File: config.mk
export PLATFORM = sky130hd
export DESIGN_NAME = btct_ctrl
export DESIGN_NICKNAME = d
export VERILOG_FILES = /design/src/hw/rtl/btct_pkg.sv /design/src/hw/rtl/btct_ctrl.sv
export SDC_FILE = /design/constraint.sdc
export NUM_CORES = 1
export LEC_CHECK = 0
export BUFFER_PORTS_ARGS = -buffer_cell sky130_fd_sc_hd__buf_4
export CAP_MARGIN = 15
export CORE_MARGIN = 3
export CORE_UTILIZATION = 30
export CTS_CLUSTER_DIAMETER = 200
export DETAILED_ROUTE_END_ITERATION = 6
export SYNTH_ARGS = -nofsm -noshare
export SYNTH_HDL_FRONTEND = slang
export SYNTH_SLANG_ARGS = --single-unit
File: constraint.sdc
create_clock -name clock -period 12.02 [get_ports clock]
set_clock_uncertainty 0.1 [all_clocks]
set_input_delay 2.404 -clock clock [delete_from_list [all_inputs] [get_ports clock]]
set_output_delay 2.404 -clock clock [all_outputs]
set_load 0.01 [all_outputs]
File: src/hw/rtl/btct_pkg.sv
// ----------------------------------------------------------------------------
// btct_pkg
// Shared types and codes for the complement-take binary trie store.
// ----------------------------------------------------------------------------
package btct_pkg;

   localparam int COUNT_W = 16;
   localparam logic [COUNT_W-1:0] COUNT_MAX = 16'hFFFF;

   // request modes
   localparam logic [1:0] MODE_INSERT = 2'd0;
   localparam logic [1:0] MODE_TAKE   = 2'd1;
   localparam logic [1:0] MODE_CLEAR  = 2'd2;

   // response status codes
   localparam logic [1:0] STAT_OK    = 2'd0;
   localparam logic [1:0] STAT_EMPTY = 2'd1;
   localparam logic [1:0] STAT_FULL  = 2'd2;

   // controller status toward the request/response ports
   typedef struct packed {
      logic       idle;
      logic       done;
      logic [1:0] status;
   } ctrl_stat_type;

endpackage

File: src/hw/rtl/btct_ctrl.sv
// ----------------------------------------------------------------------------
// btct_ctrl
// Trie walk sequencer: insert (scan, room check, allocate walk), take
// (preferred/fallback child walk with count decrement) and clear.
// ----------------------------------------------------------------------------
module btct_ctrl #(
   parameter int KEY_BITS   = 30,
   parameter int NODE_SLOTS = 65536,
   parameter int NODE_W     = 16,
   parameter int ENTRY_W    = 48
) (
   input  logic                      clock,
   input  logic                      reset,
   input  logic                      start,
   input  logic [1:0]                start_mode,
   input  logic [KEY_BITS-1:0]       start_key,
   input  logic                      out_ready,
   output btct_pkg::ctrl_stat_type   stat,
   output logic [KEY_BITS-1:0]       taken_value,
   output logic                      rd_en,
   output logic [NODE_W-1:0]         rd_addr,
   input  logic [ENTRY_W-1:0]        rd_data,
   output logic                      wr_en,
   output logic [NODE_W-1:0]         wr_addr,
   output logic [ENTRY_W-1:0]        wr_data
);

   import btct_pkg::*;

   localparam int LVL_W = $clog2(KEY_BITS + 1);
   localparam int SUM_W = NODE_W + 2;

   typedef enum logic [6:0] {
      S_IDLE    = 7'b0000001,
      S_SCAN    = 7'b0000010,
      S_CHECK   = 7'b0000100,
      S_INS     = 7'b0001000,
      S_TK_PREF = 7'b0010000,
      S_TK_TEST = 7'b0100000,
      S_DONE    = 7'b1000000
   } state_type;

   state_type             state_ff, state_in;
   logic [KEY_BITS-1:0]   key_ff, key_in;
   logic [KEY_BITS-1:0]   key_sh_ff, key_sh_in;
   logic [KEY_BITS-1:0]   val_ff, val_in;
   logic [LVL_W-1:0]      lvl_ff, lvl_in;
   logic [LVL_W-1:0]      need_ff, need_in;
   logic [NODE_W-1:0]     idx_ff, idx_in;
   logic                  pend_ff, pend_in;
   logic [NODE_W-1:0]     pref_ff, pref_in;
   logic [NODE_W-1:0]     oth_ff, oth_in;
   logic                  pb_ff, pb_in;
   logic [NODE_W-1:0]     root0_ff, root0_in;
   logic [NODE_W-1:0]     root1_ff, root1_in;
   logic [NODE_W:0]       free_ff, free_in;
   logic [COUNT_W-1:0]    total_ff, total_in;
   logic [1:0]            status_ff, status_in;

   logic [NODE_W-1:0]     rd_zero, rd_one;
   logic [COUNT_W-1:0]    rd_cnt, cnt_dec;
   logic [NODE_W-1:0]     cur_zero, cur_one;
   logic [COUNT_W-1:0]    cur_cnt;
   logic                  kb;
   logic [NODE_W-1:0]     c_sel, c_pref, c_oth, new_node;
   logic                  lvl_done;
   logic [KEY_BITS-1:0]   val_shift;
   logic [SUM_W-1:0]      room_sum;

   assign rd_zero = rd_data[ENTRY_W-1 -: NODE_W];
   assign rd_one  = rd_data[COUNT_W +: NODE_W];
   assign rd_cnt  = rd_data[COUNT_W-1:0];
   assign cnt_dec = rd_cnt - COUNT_W'(rd_cnt != '0);

   // current node: root registers, pending read data, or a fresh node
   always_comb begin
      if (idx_ff == '0) begin
         cur_zero = root0_ff;
         cur_one  = root1_ff;
         cur_cnt  = '0;
      end else if (pend_ff) begin
         cur_zero = rd_zero;
         cur_one  = rd_one;
         cur_cnt  = rd_cnt;
      end else begin
         cur_zero = '0;
         cur_one  = '0;
         cur_cnt  = '0;
      end
   end

   assign kb        = key_sh_ff[0];
   assign c_sel     = kb ? cur_one : cur_zero;
   assign c_pref    = kb ? cur_zero : cur_one;
   assign c_oth     = kb ? cur_one : cur_zero;
   assign new_node  = free_ff[NODE_W-1:0];
   assign lvl_done  = (lvl_ff == LVL_W'(KEY_BITS));
   assign val_shift = val_ff >> 1;
   assign room_sum  = SUM_W'(free_ff) + SUM_W'(need_ff);

   always_comb begin
      state_in  = state_ff;
      key_in    = key_ff;
      key_sh_in = key_sh_ff;
      val_in    = val_ff;
      lvl_in    = lvl_ff;
      need_in   = need_ff;
      idx_in    = idx_ff;
      pend_in   = pend_ff;
      pref_in   = pref_ff;
      oth_in    = oth_ff;
      pb_in     = pb_ff;
      root0_in  = root0_ff;
      root1_in  = root1_ff;
      free_in   = free_ff;
      total_in  = total_ff;
      status_in = status_ff;
      rd_en     = 1'b0;
      rd_addr   = '0;
      wr_en     = 1'b0;
      wr_addr   = idx_ff;
      wr_data   = '0;

      unique case (state_ff)
         S_IDLE: begin
            if (start) begin
               key_in    = start_key;
               key_sh_in = start_key;
               val_in    = '0;
               lvl_in    = '0;
               idx_in    = '0;
               pend_in   = 1'b0;
               status_in = STAT_OK;
               state_in  = S_DONE;
               case (start_mode)
                  MODE_INSERT: state_in = S_SCAN;
                  MODE_TAKE: begin
                     if (total_ff == '0) begin
                        status_in = STAT_EMPTY;
                     end else begin
                        state_in = S_TK_PREF;
                     end
                  end
                  MODE_CLEAR: begin
                     root0_in = '0;
                     root1_in = '0;
                     free_in  = (NODE_W+1)'(1);
                     total_in = '0;
                  end
                  default: ;
               endcase
            end
         end

         // follow the existing path to find how many nodes are missing
         S_SCAN: begin
            if (lvl_done) begin
               need_in  = '0;
               state_in = S_CHECK;
            end else if (c_sel == '0) begin
               need_in  = LVL_W'(KEY_BITS) - lvl_ff;
               state_in = S_CHECK;
            end else begin
               rd_en     = 1'b1;
               rd_addr   = c_sel;
               idx_in    = c_sel;
               pend_in   = 1'b1;
               key_sh_in = key_sh_ff >> 1;
               lvl_in    = lvl_ff + LVL_W'(1);
            end
         end

         S_CHECK: begin
            if (total_ff == COUNT_MAX || room_sum > SUM_W'(NODE_SLOTS)) begin
               status_in = STAT_FULL;
               state_in  = S_DONE;
            end else begin
               idx_in    = '0;
               pend_in   = 1'b0;
               lvl_in    = '0;
               key_sh_in = key_ff;
               state_in  = S_INS;
            end
         end

         // write back each node with its count bumped, allocating as needed
         S_INS: begin
            if (lvl_done) begin
               wr_en     = 1'b1;
               wr_data   = {cur_zero, cur_one, cur_cnt + COUNT_W'(1)};
               total_in  = total_ff + COUNT_W'(1);
               state_in  = S_DONE;
            end else begin
               key_sh_in = key_sh_ff >> 1;
               lvl_in    = lvl_ff + LVL_W'(1);
               if (c_sel != '0) begin
                  wr_en   = (idx_ff != '0);
                  wr_data = {cur_zero, cur_one, cur_cnt + COUNT_W'(1)};
                  rd_en   = 1'b1;
                  rd_addr = c_sel;
                  idx_in  = c_sel;
                  pend_in = 1'b1;
               end else begin
                  free_in = free_ff + (NODE_W+1)'(1);
                  idx_in  = new_node;
                  pend_in = 1'b0;
                  if (idx_ff == '0) begin
                     if (kb) root1_in = new_node;
                     else    root0_in = new_node;
                  end else begin
                     wr_en   = 1'b1;
                     wr_data = kb ? {cur_zero, new_node, cur_cnt + COUNT_W'(1)}
                                  : {new_node, cur_one, cur_cnt + COUNT_W'(1)};
                  end
               end
            end
         end

         // rd_data holds the node chosen one level up; retire its count here
         S_TK_PREF: begin
            if (idx_ff != '0) begin
               wr_en   = 1'b1;
               wr_data = {rd_zero, rd_one, cnt_dec};
            end
            if (lvl_done) begin
               total_in = total_ff - COUNT_W'(1);
               state_in = S_DONE;
            end else if (c_pref != '0) begin
               rd_en    = 1'b1;
               rd_addr  = c_pref;
               pref_in  = c_pref;
               oth_in   = c_oth;
               pb_in    = ~kb;
               state_in = S_TK_TEST;
            end else begin
               // no preferred child: fall back to the key's own bit
               rd_en     = (c_oth != '0);
               rd_addr   = c_oth;
               idx_in    = c_oth;
               pend_in   = 1'b1;
               val_in    = val_shift;
               val_in[KEY_BITS-1] = kb;
               key_sh_in = key_sh_ff >> 1;
               lvl_in    = lvl_ff + LVL_W'(1);
            end
         end

         S_TK_TEST: begin
            key_sh_in = key_sh_ff >> 1;
            lvl_in    = lvl_ff + LVL_W'(1);
            val_in    = val_shift;
            pend_in   = 1'b1;
            state_in  = S_TK_PREF;
            if (rd_cnt != '0) begin
               idx_in = pref_ff;
               val_in[KEY_BITS-1] = pb_ff;
            end else begin
               rd_en   = (oth_ff != '0);
               rd_addr = oth_ff;
               idx_in  = oth_ff;
               val_in[KEY_BITS-1] = ~pb_ff;
            end
         end

         S_DONE: begin
            if (out_ready) begin
               state_in = S_IDLE;
            end
         end

         default: state_in = S_IDLE;
      endcase
   end

   always_ff @(posedge clock) begin
      if (reset) begin
         state_ff  <= S_IDLE;
         root0_ff  <= '0;
         root1_ff  <= '0;
         free_ff   <= (NODE_W+1)'(1);
         total_ff  <= '0;
         pend_ff   <= 1'b0;
         idx_ff    <= '0;
         lvl_ff    <= '0;
         status_ff <= STAT_OK;
      end else begin
         state_ff  <= state_in;
         root0_ff  <= root0_in;
         root1_ff  <= root1_in;
         free_ff   <= free_in;
         total_ff  <= total_in;
         pend_ff   <= pend_in;
         idx_ff    <= idx_in;
         lvl_ff    <= lvl_in;
         status_ff <= status_in;
      end
   end

   always_ff @(posedge clock) begin
      key_ff    <= key_in;
      key_sh_ff <= key_sh_in;
      val_ff    <= val_in;
      need_ff   <= need_in;
      pref_ff   <= pref_in;
      oth_ff    <= oth_in;
      pb_ff     <= pb_in;
   end

   assign stat.idle   = (state_ff == S_IDLE);
   assign stat.done   = (state_ff == S_DONE);
   assign stat.status = status_ff;
   assign taken_value = val_ff;

   a_free_bound: assert property (@(posedge clock) disable iff (reset)
      free_ff <= (NODE_W+1)'(NODE_SLOTS))
      else $error("node allocator ran past the table");

   a_no_rw_clash: assert property (@(posedge clock) disable iff (reset)
      (wr_en && rd_en) |-> (wr_addr != rd_addr))
      else $error("read and write hit the same node in one cycle");

   a_root_in_regs: assert property (@(posedge clock) disable iff (reset)
      wr_en |-> (wr_addr != '0))
      else $error("root node written to the table");

   a_take_count: assert property (@(posedge clock) disable iff (reset)
      (state_ff == S_TK_PREF && lvl_done) |=> (total_ff == $past(total_ff) - COUNT_W'(1)))
      else $error("stored total not decremented on take");

endmodule

==> summary.txt <==
Run status: finished, final reports clean
Number of enable flip-flop cells after synthesis: 128
Post-synthesis sequential area ratio: 42.7%
Clk slew on worst S/H paths: 0.06 ns
PortBufs: 199
Min Tclk post-route: 8.81 ns
DIE AREA: 0.0476 sq mm
Worst Setup Start Kind: primary input
Slew @ Worst Pin: 1.09 ns
Overall power after layout: 2020 uW
Share of layout cells above drive strength 1: 20.3%
Vias post-DR: 12600
TritonCTS clock tree: done
Synth warn: 0
Yosys top cell area share: 28.4%
Antenna violations before repair: 0
Register bit total from synthesis: 224
GRT Overall Usage: 20.0%
Most frequent cell after synthesis: nor2_1
Post-synth ARST share: 0%
Post-DP HPWL: 36100 um
Post-CTS Resized: 0
Hold Vio Cnt, Final: 0
Unique masters post-synth: 87
N_diodes: 0
Cell count after synthesis: 1431
Power Dens Cells: 122 mW/mm^2
# DRC: 0
Vias/cell: 5.72
Mapped cell area: 0.0135 sq mm
Period utilization: 73.3%
Synth area leaders: edfxtp_1 (28%), dfxtp_1 (14%), mux2i_1 (6.0%)
Synth Area in XOR/XNOR: 2.92%
Max VDD drop: 0.0830 mV
Gp weighted congestion: 1.00
Unrepaired setup endpoints after global routing: false
Area growth syn-to-layout: 22.6%
Top achievable clock speed: 114 MHz
Worst min path class: reg -> reg
Clk buf depth: 3
H-tree levels: 1
Crit path max fanout: 17
Mapped Avg Cell Area: 9.44 sq um
Die width: 218 um
Register area: 0.00577 sq mm
GRT Residual Overflow: 0
Largest family of logic cells by synthesized area: compound AO/OA/AOI/OAI gates
Drt initial violations: 1586
CTS Root Cell: clkbuf_16
Place WS: 3.29 ns
Largest net degree at the start of global routing: 70
FP Rows: 77
Routed wire length: 50200 um
CORE AREA: 0.0443 sq mm
Register-to-Register Setup Slack: 7.20 ns
Synth Area in Simple Gates: 19.5%
Area of the multi-input gates: 0.00717 sq mm
Commonest cells post-synth: nor2_1 (154), edfxtp_1 (128), dfxtp_1 (96), nand2_1 (94), mux2i_1 (81)
First-pass GRT wire length: 74300 um
Starting Density: 30.5%
Chip Height: 218 um
Synth area leader: edfxtp_1
Max-Cap Viols: 0
Ys flop type: edfxtp_1
Final Setup Violations: 0
Slew Limit Fails: 0
Num CTS Buffers: 27
Layout Nets: 1703
Lkg Pwr: 0.00637 uW
Post-synthesis compound-gate area fraction: 20.5%
Fillers: 4548
Adder-cell share of the synthesized area: 2.61%
Drt pass-1 iters: 6
CTS Sinks: 224
Worst rel slew slack: 26.3%
Crit. End Element: output port
Mux share of post-synthesis cell area: 7.17%
Vias in the first global route: 11800
Worst EP arrival: 6.30 ns
Net Count, Synth: 1542
Worst Path Required: 9.52 ns
Crit path kind: in -> out
Setup ws final: 3.21 ns
Setup TNS Final: 0 ns
Worst-Skew Late Latency: 0.56 ns
Postcts setup bufs: 0
WL/cell: 22.8 um
Hold_buf cts: 0
DRT antenna net count: 0
Boundary Pins: 200
-- cells in the final DEF (no fill, tap or decap), types with 35 or more instances in the layout --
master	Yosys	final
buf_4	2	225
dfxtp_1	96	96
mux2i_1	81	81
nor2b_1	36	36
xnor2_1	35	35
nor2_1	154	153
a221o_1	37	37
edfxtp_1	128	128
inv_1	63	63
a21oi_1	69	68
nand2_1	94	94
nand3_1	41	41
o21ai_0	54	54
-- logic make-up (layout without fill, tap and decap cells) --
family                   count (synthesis)  in the layout
AO/OA/AOI/OAI                          364            364
XOR/XNOR                                45             45
multiplexers                            94             94
AND/OR/NAND/NOR                        518            518
flip-flops                             224            224
buffers and inverters                  159            341
adder cells (fa/ha/maj)                 27             27
-- sequential cells by signal, indices dropped and copies added, names as in the netlist, 17 cells and up --
register     flops
key_ff          30
taken_value     30
key_sh_ff       30
free_ff         17
-- path summary, 6_finish.rpt --
kind	start	cells past startpoint	endpoint
max reg2reg	wr_addr[14]	11	wr_addr[2]
min reg2reg	status_ff[1]	2	status_ff[1]
min	status_ff[1]	2	status_ff[1]
max	rd_data[37]	9	wr_data[22]
-- cell type report --
cell class | instances | share of cell area, %
clock buffers | 40 | 5.23
inverters | 66 | 1.50
flip-flops and latches | 224 | 34.8
well taps | 592 | 4.47
repair buffers | 225 | 10.2
clock inverters | 10 | 0.521
multi-input cells | 1048 | 43.3
-- metal layers --
metal	share of wire [%]	global-route usage (%)	routed length, um	vias to the layer above
met5	0	0	0	-
met4	3.7	7.46	1860	0
met3	9.2	4.25	4610	99
met2	43	30.5	21800	619
met1	44	27.9	22000	6128
li1	-	-	-	5772
-- worst max-delay path, cell delays in order --
cell and delay (ns):
buf_4 0.12, o311ai_0 0.47, nand3_1 0.22, a2111oi_4 0.65, nand3_1 0.64, o21ai_0 1.08
nand2b_1 0.20, o311ai_0 0.26, buf_4 0.26
-- power by group --
part | total, uW | internal [uW] | switching [uW]
combinational | 266 | 98.0 | 168
clock | 856 | 520 | 336
sequential | 897 | 877 | 19.9
-- metrics by stage --
stage,instances,area [sq um],util [%],hold slack (ns)
4_1_cts,2203,16500,37.3,0.385
6_report,2205,16600,37.4,0.384
3_3_place_gp,2153,15600,35.2,0.353
2_1_floorplan,1431,13500,-,0.362
3_5_place_dp,2153,15600,35.2,0.367
5_1_grt,2205,16600,37.4,0.396
(Power assumes the default switching activity.)
